File: src/hw/rtl/plps_pkg.sv
`timescale 1ns / 1ps
package plps_pkg;

  localparam int NUM_LEDS     = 5;
  localparam int NUM_PATTERNS = 9;
  localparam int MAX_STEPS    = 16;

  localparam int CMD_W    = 2;
  localparam int LED_W    = 3;
  localparam int PAT_W    = 4;
  localparam int POS_W    = 5;
  localparam int MS_W     = 11;
  localparam int LEVELS_W = 5;

  localparam int SEL_W     = (NUM_LEDS > 1) ? $clog2(NUM_LEDS) : 1;
  localparam int PIDX_W    = (NUM_PATTERNS > 1) ? $clog2(NUM_PATTERNS) : 1;
  localparam int MEM_DEPTH = NUM_LEDS * NUM_PATTERNS;
  localparam int MEM_AW    = (MEM_DEPTH > 1) ? $clog2(MEM_DEPTH) : 1;

  localparam logic [CMD_W-1:0] CMD_TICK = 2'd0;
  localparam logic [CMD_W-1:0] CMD_RUN  = 2'd1;
  localparam logic [CMD_W-1:0] CMD_STOP = 2'd2;

  localparam logic [PAT_W-1:0] NONE_SHOWN = 4'd9;

  typedef enum logic [1:0] {
    KIND_STOP  = 2'd0,
    KIND_LOOP  = 2'd1,
    KIND_LEVEL = 2'd2
  } step_kind_t;

  typedef struct packed {
    step_kind_t       kind;
    logic             on;
    logic [MS_W-1:0]  ms;
  } step_t;

  typedef enum logic [2:0] {
    S_IDLE,
    S_DECODE,
    S_APPLY,
    S_TICK,
    S_EXEC_RD,
    S_EXEC,
    S_RESULT
  } state_t;

  typedef struct packed {
    logic capture;
    logic apply;
    logic tick_chk;
    logic exec_rd;
    logic exec;
    logic sel_inc;
    logic out_load;
  } dp_ctl_t;

  typedef struct packed {
    logic is_tick;
    logic cmd_ok;
    logic apply_exec;
    logic tick_expire;
    logic sel_last;
    logic out_free;
  } dp_sts_t;

  function automatic step_t mk_level(input logic on, input logic [MS_W-1:0] ms);
    step_t s;
    s.kind = KIND_LEVEL;
    s.on   = on;
    s.ms   = ms;
    return s;
  endfunction

  function automatic step_t mk_mark(input step_kind_t kind);
    step_t s;
    s.kind = kind;
    s.on   = 1'b0;
    s.ms   = '0;
    return s;
  endfunction

  // Pattern ROM; anything past a pattern's list reads as a stop mark.
  function automatic step_t rom_step(input logic [PAT_W-1:0] p, input logic [POS_W-1:0] pos);
    step_t s;
    s = mk_mark(KIND_STOP);
    if (int'(pos) < MAX_STEPS) begin
      case (p)
        4'd0: if (pos < 5'd14) s = mk_level(~pos[0], 11'd50);
        4'd1: case (pos)
          5'd0: s = mk_level(1'b1, 11'd200);
          5'd1: s = mk_level(1'b0, 11'd200);
          5'd2: s = mk_mark(KIND_LOOP);
          default: s = mk_mark(KIND_STOP);
        endcase
        4'd2: case (pos)
          5'd0: s = mk_level(1'b1, 11'd1000);
          5'd1: s = mk_mark(KIND_LOOP);
          default: s = mk_mark(KIND_STOP);
        endcase
        4'd3: case (pos)
          5'd0: s = mk_level(1'b1, 11'd200);
          5'd1: s = mk_level(1'b0, 11'd800);
          5'd2: s = mk_mark(KIND_LOOP);
          default: s = mk_mark(KIND_STOP);
        endcase
        4'd4: case (pos)
          5'd0: s = mk_level(1'b1, 11'd500);
          5'd1: s = mk_level(1'b0, 11'd500);
          5'd2: s = mk_mark(KIND_LOOP);
          default: s = mk_mark(KIND_STOP);
        endcase
        4'd5: case (pos)
          5'd0: s = mk_level(1'b1, 11'd50);
          5'd1: s = mk_level(1'b0, 11'd250);
          5'd2: s = mk_mark(KIND_LOOP);
          default: s = mk_mark(KIND_STOP);
        endcase
        4'd6: case (pos)
          5'd0: s = mk_level(1'b1, 11'd50);
          5'd1: s = mk_level(1'b0, 11'd450);
          5'd2: s = mk_mark(KIND_LOOP);
          default: s = mk_mark(KIND_STOP);
        endcase
        4'd7: case (pos)
          5'd0: s = mk_level(1'b1, 11'd50);
          5'd1: s = mk_level(1'b0, 11'd1950);
          5'd2: s = mk_mark(KIND_LOOP);
          default: s = mk_mark(KIND_STOP);
        endcase
        4'd8: case (pos)
          5'd0: s = mk_level(1'b1, 11'd10);
          5'd1: s = mk_level(1'b0, 11'd0);
          default: s = mk_mark(KIND_STOP);
        endcase
        default: s = mk_mark(KIND_STOP);
      endcase
    end
    return s;
  endfunction

endpackage

File: src/hw/rtl/plps_ctrl.sv
`timescale 1ns / 1ps
module plps_ctrl import plps_pkg::*; (
  input  logic    clk,
  input  logic    rst_n,
  input  logic    in_valid,
  output logic    in_stall,
  input  dp_sts_t sts,
  output dp_ctl_t ctl
);

  state_t state_r, state_nxt;

  always_ff @(posedge clk) begin
    if (!rst_n) begin
      state_r <= S_IDLE;
    end else begin
      state_r <= state_nxt;
    end
  end

  always_comb begin
    state_nxt = state_r;
    unique case (state_r)
      S_IDLE: begin
        if (in_valid) state_nxt = S_DECODE;
      end
      S_DECODE: begin
        if (sts.is_tick)     state_nxt = S_TICK;
        else if (sts.cmd_ok) state_nxt = S_APPLY;
        else                 state_nxt = S_RESULT;
      end
      S_APPLY: begin
        state_nxt = sts.apply_exec ? S_EXEC_RD : S_RESULT;
      end
      S_TICK: begin
        if (sts.tick_expire)   state_nxt = S_EXEC_RD;
        else if (sts.sel_last) state_nxt = S_RESULT;
      end
      S_EXEC_RD: begin
        state_nxt = S_EXEC;
      end
      S_EXEC: begin
        state_nxt = (sts.is_tick && !sts.sel_last) ? S_TICK : S_RESULT;
      end
      S_RESULT: begin
        if (sts.out_free) state_nxt = S_IDLE;
      end
      default: state_nxt = S_IDLE;
    endcase
  end

  always_comb begin
    ctl      = '0;
    in_stall = 1'b1;
    unique case (state_r)
      S_IDLE: begin
        in_stall    = 1'b0;
        ctl.capture = in_valid;
      end
      S_DECODE: begin
      end
      S_APPLY: begin
        ctl.apply = 1'b1;
      end
      S_TICK: begin
        ctl.tick_chk = 1'b1;
        ctl.sel_inc  = !sts.tick_expire && !sts.sel_last;
      end
      S_EXEC_RD: begin
        ctl.exec_rd = 1'b1;
      end
      S_EXEC: begin
        ctl.exec    = 1'b1;
        ctl.sel_inc = sts.is_tick && !sts.sel_last;
      end
      S_RESULT: begin
        ctl.out_load = sts.out_free;
      end
      default: begin
      end
    endcase
  end

endmodule

File: src/hw/rtl/plps_datapath.sv
`timescale 1ns / 1ps
module plps_datapath import plps_pkg::*; (
  input  logic                clk,
  input  logic                rst_n,
  input  logic [CMD_W-1:0]    in_cmd,
  input  logic [LED_W-1:0]    in_led_index,
  input  logic [PAT_W-1:0]    in_pattern,
  output logic                out_valid,
  input  logic                out_stall,
  output logic [LEVELS_W-1:0] out_led_levels,
  output logic [PAT_W-1:0]    out_shown_pattern,
  input  dp_ctl_t             ctl,
  output dp_sts_t             sts
);

  logic [CMD_W-1:0] cmd_r;
  logic [LED_W-1:0] led_r;
  logic [PAT_W-1:0] pat_r;
  logic [SEL_W-1:0] sel_r, sel_nxt;

  logic [NUM_PATTERNS-1:0] mask_r  [NUM_LEDS];
  logic [NUM_PATTERNS-1:0] mask_nxt[NUM_LEDS];
  logic [PAT_W-1:0]        shown_r  [NUM_LEDS];
  logic [PAT_W-1:0]        shown_nxt[NUM_LEDS];
  logic [MS_W-1:0]         cnt_r  [NUM_LEDS];
  logic [MS_W-1:0]         cnt_nxt[NUM_LEDS];
  logic                    tmr_r  [NUM_LEDS];
  logic                    tmr_nxt[NUM_LEDS];
  logic                    lit_r  [NUM_LEDS];
  logic                    lit_nxt[NUM_LEDS];

  // step positions; an entry is meaningful only while its mask bit is set
  logic [POS_W-1:0]  pos_mem [MEM_DEPTH];
  logic [POS_W-1:0]  rd_pos_r;
  logic [MEM_AW-1:0] mem_addr;
  logic              mem_we;
  logic [POS_W-1:0]  mem_wdata;

  logic                out_valid_r, out_valid_nxt;
  logic [LEVELS_W-1:0] out_levels_r;
  logic [PAT_W-1:0]    out_shown_r;
  logic [LEVELS_W-1:0] levels_now;
  logic [PAT_W-1:0]    shown_now;

  logic                    run;
  logic [NUM_PATTERNS-1:0] mask_sel, apply_mask, exec_mask;
  logic [PAT_W-1:0]        shown_sel, apply_shown, exec_shown;
  logic                    was_shown, apply_exec, exec_valid;
  step_t                   st;
  logic [POS_W-1:0]        pos_inc;

  function automatic logic [PAT_W-1:0] first_running(input logic [NUM_PATTERNS-1:0] m);
    logic [PAT_W-1:0] res;
    res = NONE_SHOWN;
    for (int i = NUM_PATTERNS - 1; i >= 0; i--) begin
      if (m[i]) res = PAT_W'(i);
    end
    return res;
  endfunction

  always_comb begin
    mask_sel   = mask_r[sel_r];
    shown_sel  = shown_r[sel_r];
    run        = (cmd_r == CMD_RUN);

    apply_mask = mask_sel;
    apply_mask[PIDX_W'(pat_r)] = run;
    apply_shown = first_running(apply_mask);
    was_shown   = (shown_sel == pat_r);
    apply_exec  = run ? ((apply_shown == pat_r) && !was_shown) : was_shown;

    exec_valid = int'(shown_sel) < NUM_PATTERNS;
    st         = rom_step(shown_sel, rd_pos_r);
    exec_mask  = mask_sel;
    if (exec_valid) exec_mask[PIDX_W'(shown_sel)] = 1'b0;
    exec_shown = first_running(exec_mask);
    pos_inc    = rd_pos_r + POS_W'(1);
  end

  always_comb begin
    mem_addr = MEM_AW'(sel_r) * MEM_AW'(NUM_PATTERNS)
             + MEM_AW'(ctl.apply ? pat_r : shown_sel);
  end

  always_comb begin
    mask_nxt  = mask_r;
    shown_nxt = shown_r;
    cnt_nxt   = cnt_r;
    tmr_nxt   = tmr_r;
    lit_nxt   = lit_r;
    mem_we    = 1'b0;
    mem_wdata = '0;

    if (ctl.apply) begin
      mask_nxt[sel_r]  = apply_mask;
      shown_nxt[sel_r] = apply_shown;
      lit_nxt[sel_r]   = 1'b0;
      if (apply_exec) tmr_nxt[sel_r] = 1'b0;
      mem_we = run;
    end

    if (ctl.tick_chk && tmr_r[sel_r]) begin
      if (cnt_r[sel_r] > MS_W'(1)) begin
        cnt_nxt[sel_r] = cnt_r[sel_r] - MS_W'(1);
      end else begin
        cnt_nxt[sel_r] = '0;
        tmr_nxt[sel_r] = 1'b0;
      end
    end

    if (ctl.exec) begin
      if (!exec_valid) begin
        lit_nxt[sel_r] = 1'b0;
      end else begin
        case (st.kind)
          KIND_LOOP: begin
            mem_we         = 1'b1;
            cnt_nxt[sel_r] = MS_W'(1);
            tmr_nxt[sel_r] = 1'b1;
          end
          KIND_LEVEL: begin
            mem_we         = 1'b1;
            mem_wdata      = pos_inc;
            lit_nxt[sel_r] = st.on;
            cnt_nxt[sel_r] = (st.ms == '0) ? MS_W'(1) : st.ms;
            tmr_nxt[sel_r] = 1'b1;
          end
          default: begin
            // stop mark: drop the pattern, fall back to the next one, timer idles
            mask_nxt[sel_r]  = exec_mask;
            shown_nxt[sel_r] = exec_shown;
            lit_nxt[sel_r]   = 1'b0;
            tmr_nxt[sel_r]   = 1'b0;
          end
        endcase
      end
    end
  end

  always_comb begin
    sel_nxt = sel_r;
    if (ctl.capture) begin
      sel_nxt = (in_cmd == CMD_TICK) ? '0 : SEL_W'(in_led_index);
    end else if (ctl.sel_inc) begin
      sel_nxt = sel_r + SEL_W'(1);
    end
  end

  always_comb begin
    levels_now = '0;
    for (int i = 0; i < LEVELS_W; i++) begin
      if (i < NUM_LEDS) levels_now[i] = lit_r[i];
    end
    shown_now = (int'(led_r) < NUM_LEDS) ? shown_r[SEL_W'(led_r)] : NONE_SHOWN;
  end

  always_comb begin
    out_valid_nxt = out_valid_r && out_stall;
    if (ctl.out_load) out_valid_nxt = 1'b1;
  end

  always_ff @(posedge clk) begin
    if (!rst_n) begin
      sel_r       <= '0;
      out_valid_r <= 1'b0;
      for (int i = 0; i < NUM_LEDS; i++) begin
        mask_r[i]  <= '0;
        shown_r[i] <= NONE_SHOWN;
        cnt_r[i]   <= '0;
        tmr_r[i]   <= 1'b0;
        lit_r[i]   <= 1'b0;
      end
    end else begin
      sel_r       <= sel_nxt;
      out_valid_r <= out_valid_nxt;
      mask_r      <= mask_nxt;
      shown_r     <= shown_nxt;
      cnt_r       <= cnt_nxt;
      tmr_r       <= tmr_nxt;
      lit_r       <= lit_nxt;
    end
  end

  always_ff @(posedge clk) begin
    if (ctl.capture) begin
      cmd_r <= in_cmd;
      led_r <= in_led_index;
      pat_r <= in_pattern;
    end
    if (ctl.out_load) begin
      out_levels_r <= levels_now;
      out_shown_r  <= shown_now;
    end
  end

  always_ff @(posedge clk) begin
    if (mem_we) pos_mem[mem_addr] <= mem_wdata;
    if (ctl.exec_rd && exec_valid) rd_pos_r <= pos_mem[mem_addr];
  end

  always_comb begin
    sts.is_tick     = (cmd_r == CMD_TICK);
    sts.cmd_ok      = ((cmd_r == CMD_RUN) || (cmd_r == CMD_STOP))
                   && (int'(led_r) < NUM_LEDS) && (int'(pat_r) < NUM_PATTERNS);
    sts.apply_exec  = apply_exec;
    sts.tick_expire = tmr_r[sel_r] && (cnt_r[sel_r] <= MS_W'(1));
    sts.sel_last    = (int'(sel_r) == NUM_LEDS - 1);
    sts.out_free    = !out_valid_r || !out_stall;
  end

  assign out_valid         = out_valid_r;
  assign out_led_levels    = out_levels_r;
  assign out_shown_pattern = out_shown_r;

endmodule

File: src/hw/rtl/priority_led_pattern_sequencer.sv
`timescale 1ns / 1ps
// Channel   Direction  Handshake            Payload
// in_       input      in_valid / in_stall   in_cmd, in_led_index, in_pattern
// out_      output     out_valid / out_stall out_led_levels, out_shown_pattern
//
// One item at a time. A tick walks the LEDs one per cycle, plus S_EXEC_RD and
// S_EXEC (registered step-position read) for each LED whose timer expires. Run
// or stop passes S_APPLY, then S_EXEC_RD and S_EXEC if a step executes at once;
// other codes go straight to S_RESULT. Synchronous active-low reset stops every
// pattern and darkens all LEDs. A result waits in the output register while the
// next transfer is taken; only a second result waits for out_stall to drop.
module priority_led_pattern_sequencer import plps_pkg::*; (
  input  logic                clk,
  input  logic                rst_n,
  input  logic                in_valid,
  output logic                in_stall,
  input  logic [CMD_W-1:0]    in_cmd,
  input  logic [LED_W-1:0]    in_led_index,
  input  logic [PAT_W-1:0]    in_pattern,
  output logic                out_valid,
  input  logic                out_stall,
  output logic [LEVELS_W-1:0] out_led_levels,
  output logic [PAT_W-1:0]    out_shown_pattern
);

  dp_ctl_t ctl;
  dp_sts_t sts;

  plps_ctrl u_ctrl (
    .clk      (clk),
    .rst_n    (rst_n),
    .in_valid (in_valid),
    .in_stall (in_stall),
    .sts      (sts),
    .ctl      (ctl)
  );

  plps_datapath u_datapath (
    .clk               (clk),
    .rst_n             (rst_n),
    .in_cmd            (in_cmd),
    .in_led_index      (in_led_index),
    .in_pattern        (in_pattern),
    .out_valid         (out_valid),
    .out_stall         (out_stall),
    .out_led_levels    (out_led_levels),
    .out_shown_pattern (out_shown_pattern),
    .ctl               (ctl),
    .sts               (sts)
  );

endmodule
File: config.mk
export PLATFORM = sky130hd
export DESIGN_NAME = priority_led_pattern_sequencer
export DESIGN_NICKNAME = d
export VERILOG_FILES = /design/src/hw/rtl/plps_pkg.sv /design/src/hw/rtl/plps_ctrl.sv /design/src/hw/rtl/plps_datapath.sv /design/src/hw/rtl/priority_led_pattern_sequencer.sv
export SDC_FILE = /design/constraint.sdc
export NUM_CORES = 1
export LEC_CHECK = 0
export BUFFER_PORTS_ARGS = -buffer_cell sky130_fd_sc_hd__buf_2
export CAP_MARGIN = 10
export CELL_PAD_IN_SITES_DETAIL_PLACEMENT = 0
export CELL_PAD_IN_SITES_GLOBAL_PLACEMENT = 1
export CORE_MARGIN = 2
export CORE_UTILIZATION = 50
export CTS_BUF_LIST = sky130_fd_sc_hd__clkbuf_16
export CTS_CLUSTER_SIZE = 30
export DETAILED_ROUTE_END_ITERATION = 8
export GPL_ROUTABILITY_DRIVEN = 0
export PLACE_DENSITY = 0.87
export SLEW_MARGIN = 20
export SYNTH_ARGS = -nofsm -noshare
export SYNTH_HDL_FRONTEND = slang
export SYNTH_SLANG_ARGS = --single-unit
File: constraint.sdc
create_clock -name clk -period 6.39 [get_ports clk]
set_input_delay 1.278 -clock clk [delete_from_list [all_inputs] [get_ports clk]]
set_output_delay 1.278 -clock clk [all_outputs]
set_load 0.02 [all_outputs]
==> key figures <==
Worst setup path
  – Critical Path Source Type: register
  – Critical Path RT: 6810 ps
  – R2r setup slk: 820 ps
  – WS Path Type: register to register
  – Worst flop-to-flop path endpoint: u_datapath.rd_pos_r[3]$_DFFE_PP_
  – Worst path cell trace: or2_2 -> o221a_2 -> a21oi_1 -> ha_1 -> ha_1 -> inv_1 -> fa_1 -> buf_4 -> nand2_1 -> nor2_2 -> buf_4 -> a221oi_1 -> o21ai_0 -> a211oi_1 -> a211oi_1 -> a221o_1
  – Critical path arrival: 5990 ps
  – Worst Reg2Reg Path Length in Cells: 16
  – CP max FO: 22
  – Element type at the critical path end: register
  – Slowest cell on crit path: fa_1
  – Reg2reg start: u_datapath.sel_r[0]$_SDFFE_PN0P_
  – CP peak stage delay: 790 ps

Global routing
  – Vias in the first global route: 15380
  – GRT overflow: 0
  – Largest net degree at the start of global routing: 50
  – Overall routing resource usage: 0.2892
  – First-pass GRT wire length: 92.16 mm
  – Antenna violations before repair: 0

CTS
  – Clock sink total: 385
  – Clock latency on the worst-skew pair: 560 ps
  – Post-CTS Hold Fix Bufs: 0
  – Resize count post-CTS: 0
  – CTS Buf Count: 39
  – Clock Pin Slew Worst Setup and Hold Paths: 70 ps
  – Setup bufs post-CTS: 0
  – Root buf cell: clkbuf_16
  – CTS tree: built
  – Clock buffer depth: 3
  – CTS H-tree lvls: 2

Logic synthesis
  – Post-synth top area share: 0.3822
  – Synthesized instance count: 1841
  – Synth Net Count: 1875
  – Seq/Total Area, Yosys: 0.5229
  – Post-synth top area cell: edfxtp_1
  – Register bit total from synthesis: 385
  – Predominant post-synthesis flop cell: edfxtp_1
  – Post-synth EDFFs: 248
  – Avg Synthesized Cell Area: 10.59 sq um
  – YS warnings: 0
  – Synth area leaders: edfxtp_1 38%, dfxtp_1 14%, nor2_1 3.5%
  – Cell Area, Synth: 19490 sq um
  – Post-synth ARST share: 0
  – Synth cell types: 111

Power and ir drop
  – PD cells: 425.9 nW/um^2
  – Sw frac: 0.4090
  – Combinational share of power: 0.432
  – Sw power: 3.701 mW
  – Reg power frac: 0.317
  – Clock share of power: 0.252
  – Int Power: 5.347 mW
  – Max rail drop VDD: 0.3334 mV
  – LEAKAGE: 6.342 nW

Layout
  – Nets: 1847
  – Fin cells: 2361
  – Share of layout cells above drive strength 1: 0.1183
  – Most frequent cells in the layout: 248 x edfxtp_1, 177 x nor2_1, 151 x nand2_1
  – Layout area overhead: 8.995%
  – Ant diodes: 0
  – Commonest non-fill, non-tap cell in the layout: edfxtp_1
  – Final Instance Area: 21240 sq um
  – Final core utilization: 0.5509

Route
  – Remaining antenna violation count: 0
  – Vias per cell: 6.836
  – Total Wirelength: 59.41 mm
  – DR vias: 16140
  – First-pass detailed-route iteration total: 6
  – Routed length per instance: 25.16 um
  – Initial DRC Count: 1924
  – Drt drc: 0

Floorplan
  – IO Count: 24
  – Row count: 72
  – Starting Density: 0.5054
  – Die extent in y: 201.4 um
  – Core footprint: 38560 sq um
  – Die span in x: 201.4 um
  – Die area: 40570 sq um

Timing
  – Setup TNS Final: 0 ps
  – Slew HR: 0.2932
  – Worst Clk Skew: 22.78 ps
  – Worst slew pin tran: 1053 ps
  – Final Hold Viols: 0
  – Final setup fails: 0
  – Final worst-path cycle share: 0.8717
  – Slew Viols, Final: 0
  – Fmax achieved: 0.1795 GHz
  – Final Critical Period: 5570 ps
  – RSZ-0062 raised after global routing: false

Flow run
  – Max Cap Violations: 0

Min path
  – Hold Path Origin: u_datapath.levels_now[3]$_SDFF_PN0_
  – Hold Crit Endpoint: u_datapath.out_led_levels[3]$_DFFE_PP_
  – Worst Hold Class: register to register
  – WHS Path Cells: 0

Placement
  – Post-DP HPWL: 39.50 mm
  – Port Buffers: 23
  – Dpl cells: 2290
  – DP Area: 19990 sq um

Run status
  – Status: complete, no violations
[per-layer routing]
layer	share of wire	vias to the layer above	global-route usage
met4	0.037	0	0.1150
li1	-	7080	-
met2	0.47	1027	0.4640
met1	0.39	7865	0.3890
met3	0.10	168	0.05394
met5	0	-	0
[worst max path at each step]
stage	startpoint	to	slack (ps)	depth (start not counted)
after floorplan	u_datapath.sel_r[1]$_SDFFE_PN0P_	u_datapath.pos_mem[1][0]$_DFFE_PP_	1800	18
after global placement	u_datapath.sel_r[1]$_SDFFE_PN0P_	u_datapath.rd_pos_r[1]$_DFFE_PP_	1160	15
after detailed placement	u_datapath.sel_r[0]$_SDFFE_PN0P_	u_datapath.rd_pos_r[3]$_DFFE_PP_	970	16
after CTS	u_datapath.sel_r[0]$_SDFFE_PN0P_	u_datapath.rd_pos_r[3]$_DFFE_PP_	900	16
after global routing	u_datapath.sel_r[0]$_SDFFE_PN0P_	u_datapath.rd_pos_r[3]$_DFFE_PP_	600	16
final	u_datapath.sel_r[0]$_SDFFE_PN0P_	u_datapath.rd_pos_r[3]$_DFFE_PP_	820	16
[sequential cells by signal, summed over array words and instances, names as in the netlist, 5 cells and up]
register and count:
u_datapath.pos_mem 225, u_datapath.rd_pos_r 5, u_datapath.shown_r 20, u_datapath.out_led_levels 5, u_datapath.cnt_r 55, u_datapath.levels_now 5
u_datapath.mask_r 45, u_datapath.tmr_r 5
[synth_stat cells, types with 28 or more instances]
library cell / count
nand2_1: 151
a211oi_1: 83
o22ai_1: 32
a31oi_1: 30
o21ai_0: 79
nor2_1: 182
a21oi_1: 108
dfxtp_1: 137
mux2i_1: 59
a22oi_1: 67
nand3_1: 48
nand4_1: 28
nor3_1: 34
clkbuf_1: 85
edfxtp_1: 248
[metrics by stage]
stage / total power [mW] / hold slack [ps] / setup WS [ps]
global placement: 6.633 / 418.0 / 1164
floorplan: 5.575 / 407.9 / 1805
detailed placement: 6.706 / 426.1 / 966.7
global route: 9.429 / 433.4 / 601.2
finish: 9.047 / 426.2 / 819.6
CTS: 8.955 / 435.1 / 904.9
[logic make-up (layout without fill, tap and decap cells)]
family | after synthesis | in the layout | synth area share
AOI/OAI and AO/OA | 610 | 610 | 0.2251
xor gates and xnor gates | 19 | 19 | 0.008539
adders and majority gates | 21 | 21 | 0.01387
buffers and inverters | 161 | 163 | 0.03685
DFF | 385 | 385 | 0.5229
muxes | 86 | 86 | 0.05207
and+or+nand+nor | 559 | 559 | 0.1407
[critical path: cells and delay by family (launching register included)]
kind | cells | cell delay, ps
buf+inv | 3 | 670
fa+ha+maj | 3 | 1260
compound gates | 7 | 1480
simple gates | 3 | 1350
flops | 1 | 630
[final cells by class]
class | count | area [sq um]
fillers | 3370 | 17320
flip-flops and latches | 385 | 10190
multi-input cells | 1295 | 8603
clock buffers | 39 | 975.9
well taps | 518 | 648.1
repair buffers | 65 | 442.9
clock inverters | 32 | 274.0
inverters | 27 | 101.3
[power groups by stage]
| stage | Clock (mW) | Sequential, mW | Combinational, mW |
|---|---|---|---|
| finish | 2.28 | 2.87 | 3.91 |
| global placement | 0 | 2.91 | 3.73 |
| global route | 2.39 | 2.87 | 4.17 |
| CTS | 2.29 | 2.86 | 3.81 |
| floorplan | 0 | 2.81 | 2.77 |
| detailed placement | 0 | 2.91 | 3.80 |
Power figures use the tool's default switching activity.
